### config.mk
export PLATFORM = sky130hd
export DESIGN_NAME = mmar_ctrl
export DESIGN_NICKNAME = d
export VERILOG_FILES = /design/src/mmar_pkg.sv /design/src/mmar_ctrl.sv
export SDC_FILE = /design/constraint.sdc
export NUM_CORES = 1
export LEC_CHECK = 0
export BUFFER_PORTS_ARGS = -buffer_cell sky130_fd_sc_hd__buf_4
export CORE_MARGIN = 2
export CORE_UTILIZATION = 50
export DETAILED_ROUTE_END_ITERATION = 8
export PLACE_DENSITY = 0.86
export SYNTH_ARGS = -nofsm -noshare
export SYNTH_HDL_FRONTEND = slang
export SYNTH_SLANG_ARGS = --single-unit
### constraint.sdc
create_clock -name clk -period 1.4 [get_ports clk]
set_input_delay 0.28 -clock clk [delete_from_list [all_inputs] [get_ports clk]]
set_output_delay 0.28 -clock clk [all_outputs]
set_load 0.005 [all_outputs]
### src/mmar_pkg.sv
// shared types and constants for the multichannel moving average / rms block
// no dependencies
`timescale 1ns / 1ps
`default_nettype none

package mmar_pkg;

    // defaults for the top level parameters
    localparam int DEF_CHANNELS   = 8;
    localparam int DEF_MAX_WINDOW = 2048;
    localparam int RESET_WINDOW   = 100;

    // field widths; a squared full-scale sample needs a signed ring entry
    // of 32 bits, and its sum over the deepest window needs 43 bits
    localparam int CH_BITS    = 3;
    localparam int SAMPLE_W   = 16;
    localparam int MODE_W     = 2;
    localparam int WIN_W      = 12;
    localparam int VALUE_W    = 32;
    localparam int SUM_W      = 43;
    localparam int RAD_W      = 32;
    localparam int ROOT_W     = 16;

    // iteration counts of the shared units
    localparam int DIV_STEPS  = SUM_W;
    localparam int SQRT_STEPS = ROOT_W;
    localparam int STEP_W     = 6;

    // register indexes
    localparam logic REG_MODE   = 1'b0;
    localparam logic REG_WINDOW = 1'b1;

    // averaging modes
    localparam logic [MODE_W-1:0] MODE_BIPOLAR  = 2'd0;
    localparam logic [MODE_W-1:0] MODE_ABSOLUTE = 2'd1;
    localparam logic [MODE_W-1:0] MODE_RMS      = 2'd2;

    // controller to datapath
    typedef struct packed {
        logic capture;
        logic read;
        logic update;
        logic div_step;
        logic post;
        logic sqrt_step;
        logic out_load;
        logic clear_step;
    } mmar_cmd_t;

    // datapath to controller
    typedef struct packed {
        logic ch_ok;
        logic rms;
        logic clear_last;
        logic out_free;
    } mmar_status_t;

endpackage

`default_nettype wire

### src/mmar_ctrl.sv
// controller state machine for the moving average / rms block
// depends on mmar_pkg
`timescale 1ns / 1ps
`default_nettype none

module mmar_ctrl (
    input  wire                   clk,
    input  wire                   rst_n,
    input  wire                   in_valid,
    input  wire                   cfg_we,
    input  mmar_pkg::mmar_status_t status,
    output logic                  in_ready,
    output mmar_pkg::mmar_cmd_t   cmd
);
    import mmar_pkg::*;

    localparam logic [2:0] S_CLEAR  = 3'd0;
    localparam logic [2:0] S_IDLE   = 3'd1;
    localparam logic [2:0] S_READ   = 3'd2;
    localparam logic [2:0] S_UPDATE = 3'd3;
    localparam logic [2:0] S_DIV    = 3'd4;
    localparam logic [2:0] S_POST   = 3'd5;
    localparam logic [2:0] S_SQRT   = 3'd6;
    localparam logic [2:0] S_DONE   = 3'd7;

    logic [2:0]        state_reg, state_next;
    logic [STEP_W-1:0] step_reg, step_next;

    assign in_ready = (state_reg == S_IDLE) && !cfg_we;

    // next state and commands
    always_comb
    begin
        state_next = state_reg;
        step_next  = step_reg;
        cmd        = '0;
        case (state_reg)
            S_CLEAR:
            begin
                if (cfg_we)
                begin
                    state_next = S_CLEAR;
                end
                else
                begin
                    cmd.clear_step = 1'b1;
                    if (status.clear_last)
                    begin
                        state_next = S_IDLE;
                    end
                end
            end
            S_IDLE:
            begin
                if (cfg_we)
                begin
                    state_next = S_CLEAR;
                end
                else if (in_valid)
                begin
                    cmd.capture = 1'b1;
                    state_next  = S_READ;
                end
            end
            S_READ:
            begin
                if (status.ch_ok)
                begin
                    cmd.read   = 1'b1;
                    state_next = S_UPDATE;
                end
                else
                begin
                    state_next = S_DONE;
                end
            end
            S_UPDATE:
            begin
                cmd.update = 1'b1;
                step_next  = '0;
                state_next = S_DIV;
            end
            S_DIV:
            begin
                cmd.div_step = 1'b1;
                step_next    = step_reg + 1'b1;
                if (step_reg == STEP_W'(DIV_STEPS - 1))
                begin
                    state_next = S_POST;
                end
            end
            S_POST:
            begin
                cmd.post   = 1'b1;
                step_next  = '0;
                state_next = status.rms ? S_SQRT : S_DONE;
            end
            S_SQRT:
            begin
                cmd.sqrt_step = 1'b1;
                step_next     = step_reg + 1'b1;
                if (step_reg == STEP_W'(SQRT_STEPS - 1))
                begin
                    state_next = S_DONE;
                end
            end
            S_DONE:
            begin
                if (status.out_free)
                begin
                    cmd.out_load = 1'b1;
                    state_next   = S_IDLE;
                end
            end
            default:
            begin
                state_next = S_CLEAR;
            end
        endcase
    end

    // state registers
    always_ff @(posedge clk or negedge rst_n)
    begin
        if (!rst_n)
        begin
            state_reg <= S_CLEAR;
            step_reg  <= '0;
        end
        else
        begin
            state_reg <= state_next;
            step_reg  <= step_next;
        end
    end

endmodule

`default_nettype wire

==> key figures <==
Run status
  – Status: finished with violations
  – Failing checks: setup timing

Pwr
  – PwrDens: 1985 mW/mm²
  – Max VDD drop: 0.001362 V
  – Pleak: 0.4838 nW

Global routing
  – GRT Total Usage: 27.17%
  – Number of global-route vias before repair: 609
  – Overflow after GRT: 0
  – Largest net degree at the start of global routing: 12
  – First-pass GRT wire length: 2877 µm
  – Initial antenna violation count: 0

Detailed routing
  – Final wirelength: 2321 µm
  – Antenna Violating Nets Remaining: 0
  – Routed vias/inst: 6.198
  – DR vias: 781
  – # DRC: 0
  – Initial DRC Count: 43
  – First-pass DRT Iterations: 5
  – Routed length per instance: 18.42 µm

Yosys
  – Netlist cell types: 32
  – Cell area after synthesis: 669.4 µm²
  – Yosys Warn Count: 0
  – Mapped Nets: 88
  – Syn Inst Count: 78
  – Syn_area_per_cell: 8.582 µm²
  – Post-synthesis sequential area ratio: 33.64%
  – #FFs+latches synth: 9

Place
  – Inst Count DP: 112
  – DPL Wire Length: 1182 µm
  – Gpl congestion: 0.7678
  – Post-DP Area: 835.8 µm²
  – Buffers on Ports: 16

Job
  – Max cap viols: 0

Critical path
  – Critical path class: flip-flop to primary output
  – Crit path buffers/inverters: 1
  – Crit-path max FO: 7
  – Family with the most delay on the worst path: flip-flops
  – CP Capture Type: primary output
  – Worst path cell trace: nor2b_2 -> and2_1 -> buf_4
  – Slowest library cell on the worst path: dfrtp_2
  – Startpoint types: flip-flop
  – RR Startpoint: state_reg[1]$_DFFE_PN0P_
  – Max incr delay on CP: 0.50 ns
  – Critical Path RT: 1.12 ns
  – Worst EP arrival: 1.30 ns
  – CP startpoint: state_reg[1]$_DFFE_PN0P_

Clock network
  – Clk slew on worst S/H paths: 0.07 ns
  – CTS tree: built
  – Root Driver: clkbuf_4
  – Num CTS Buffers: 3
  – Worst-Skew Late Latency: 0.27 ns
  – CTS H-tree lvls: 1
  – Clk sinks: 9
  – Clk buf depth: 2

Die
  – Width of the die: 40.59 µm
  – Core area: 0.001269 mm²
  – Die area: 0.001648 mm²
  – Die Y: 40.59 µm
  – Row count: 13
  – I/O pin cnt: 17
  – Initial Utilization: 52.76%

Timing
  – Slew headroom: 80.57%
  – Slew @ Worst Pin: 0.2909 ns
  – Final WS setup: -0.1804 ns
  – Ratio of final minimum period to clock period: 112.9%
  – Setup-failing EPs final: 10
  – RSZ-0062 raised after global routing: yes
  – Clk_skew: 0.003063 ns
  – Period minus WS final: 1.580 ns
  – Hold Fails Final Rpt: 0
  – Slew Viols, Final: 0
  – Maximum clock rate: 632.7 MHz

Finish
  – Fin cells: 126
  – Antenna fix cells: 0
  – Area growth, synth to finish: 56.26%
  – Number of flip-flops in the largest register: 6
  – Final nets: 122
  – Layout cells sized above 1: 50.45%
  – Post-route design area: 0.001046 mm²

Hold path
  – Worst hold start: status[1]
  – Min-delay worst type: input port to flip-flop
[cells by family after synthesis]
| family | synth area share, % |
|---|---|
| AOI/OAI and AO/OA | 26.36 |
| adders and majority gates | 3.738 |
| buffers and inverters | 6.542 |
| and+or+nand+nor | 29.72 |
| DFF | 33.65 |
[worst min-delay path, delay by kind of cell]
family,cells,cell delay [ns]
AO/OA/AOI/OAI,1,0.07
buffers and inverters,1,0.11
AND/OR/NAND/NOR,1,0.12
[per-layer routing]
metal / vias to the layer above / wire length, µm / global-route usage [%]
met4: 0 / 15 / 10.00
met2: 43 / 1187 / 38.89
met5: - / 0 / 0
met3: 4 / 149 / 5.000
li1: 357 / - / -
met1: 377 / 967 / 39.67
[synth_stat cells]
library cell  instances  area (µm²)
a22o_1                1       8.760
o2bb2ai_1             3       26.28
buf_2                 2       10.01
o21ai_1               1       5.000
nor2_1                8       30.03
and2_4                1       8.760
a311oi_1              1       8.760
clkinv_1              1       3.750
nor4_1                1       6.260
and3_1                4       25.02
nand2_1               4       15.01
and4bb_1              1       12.51
buf_6                 1       11.26
and4b_1               1       10.01
a21oi_1               6       30.03
clkbuf_1              1       3.750
dfrtp_1               9       225.2
o22ai_1               5       31.28
nor3b_1               1       7.510
o21ai_0               2       10.01
and4bb_2              1       12.51
nor3_1                3       15.01
a211o_1               1       8.760
a22oi_1               3       22.52
buf_4                 1       7.510
a2111oi_2             1       15.01
inv_1                 2       7.510
nor2b_1               4       25.02
nand2b_1              2       12.51
o311a_1               1       10.01
ha_1                  2       25.02
and2_1                3       18.77
[placed cells by master, fill, tap and decap left out, drive strengths merged, types with 2 or more instances in the layout]
master and count:
o22ai 5, dfrtp 9, o2bb2ai 3, and2 4, a22oi 3, nand2 4
nor3 3, and4bb 2, clkbuf 3, nand2b 2, buf 33, a21oi 6
inv 3, ha 2, nor2b 4, o21ai 3, nor2 8, and3 4
[through the flow]
| step | hold WS [ns] | setup TNS [ns] | worst slack [ns] | power [W] | util, % |
|---|---|---|---|---|---|
| final | 0.3480 | -0.9573 | -0.1804 | 0.002076 | 82.45 |
| after detailed placement | 0.1104 | 0 | 0.02202 | 0.001366 | 65.88 |
| after global routing | 0.3670 | -1.462 | -0.2075 | 0.002200 | 82.45 |
| after global placement | 0.1090 | 0 | 0.04142 | 0.001333 | 65.88 |
| after CTS | 0.3317 | -0.6978 | -0.08392 | 0.001840 | 78.21 |
| after floorplan | -0.01559 | 0 | 0.1254 | 0.001057 | - |
[final timing paths]
check                                           end  slack [ns]  cells after the start
max                                          cmd[3]       -0.18                      3
min                        state_reg[0]$_DFFE_PN0P_        0.35                      3
max reg2reg                state_reg[0]$_DFFE_PN0P_       -0.06                      4
min reg2reg                 step_reg[2]$_DFFE_PN0P_        0.63                      1
max in group asynchronous  state_reg[0]$_DFFE_PN0P_        0.88                      2
min in group asynchronous   step_reg[0]$_DFFE_PN0P_        0.36                      2
[area by class of cell]
| type | count | area, µm² |
|---|---|---|
| Multi-Input combinational cell | 61 | 469.2 |
| Timing Repair Buffer | 34 | 287.8 |
| Sequential cell | 9 | 229.0 |
| Fill cell | 74 | 222.7 |
| Clock buffer | 3 | 22.52 |
| Tap cell | 15 | 18.77 |
| Inverter | 3 | 13.76 |
| Clock inverter | 1 | 5.005 |
[power by group]
part | internal [W] | total, W | switching (W)
sequential | 0.000357 | 0.000553 | 0.000197
clock | 0.000106 | 0.000218 | 0.000113
combinational | 0.000714 | 0.00130 | 0.000590
total | 0.00118 | 0.00208 | 0.000900
[timing repair]
item                                    4_1_cts  5_1_grt
endpoints found under the setup margin        9       12
hold endpoints to repair                      9        0
gates resized for setup                      18       11
setup buffers                                 7        2
hold buffers                                  1        0
pin swaps                                     7        8
No activity file was read; power rests on OpenSTA's default activity.
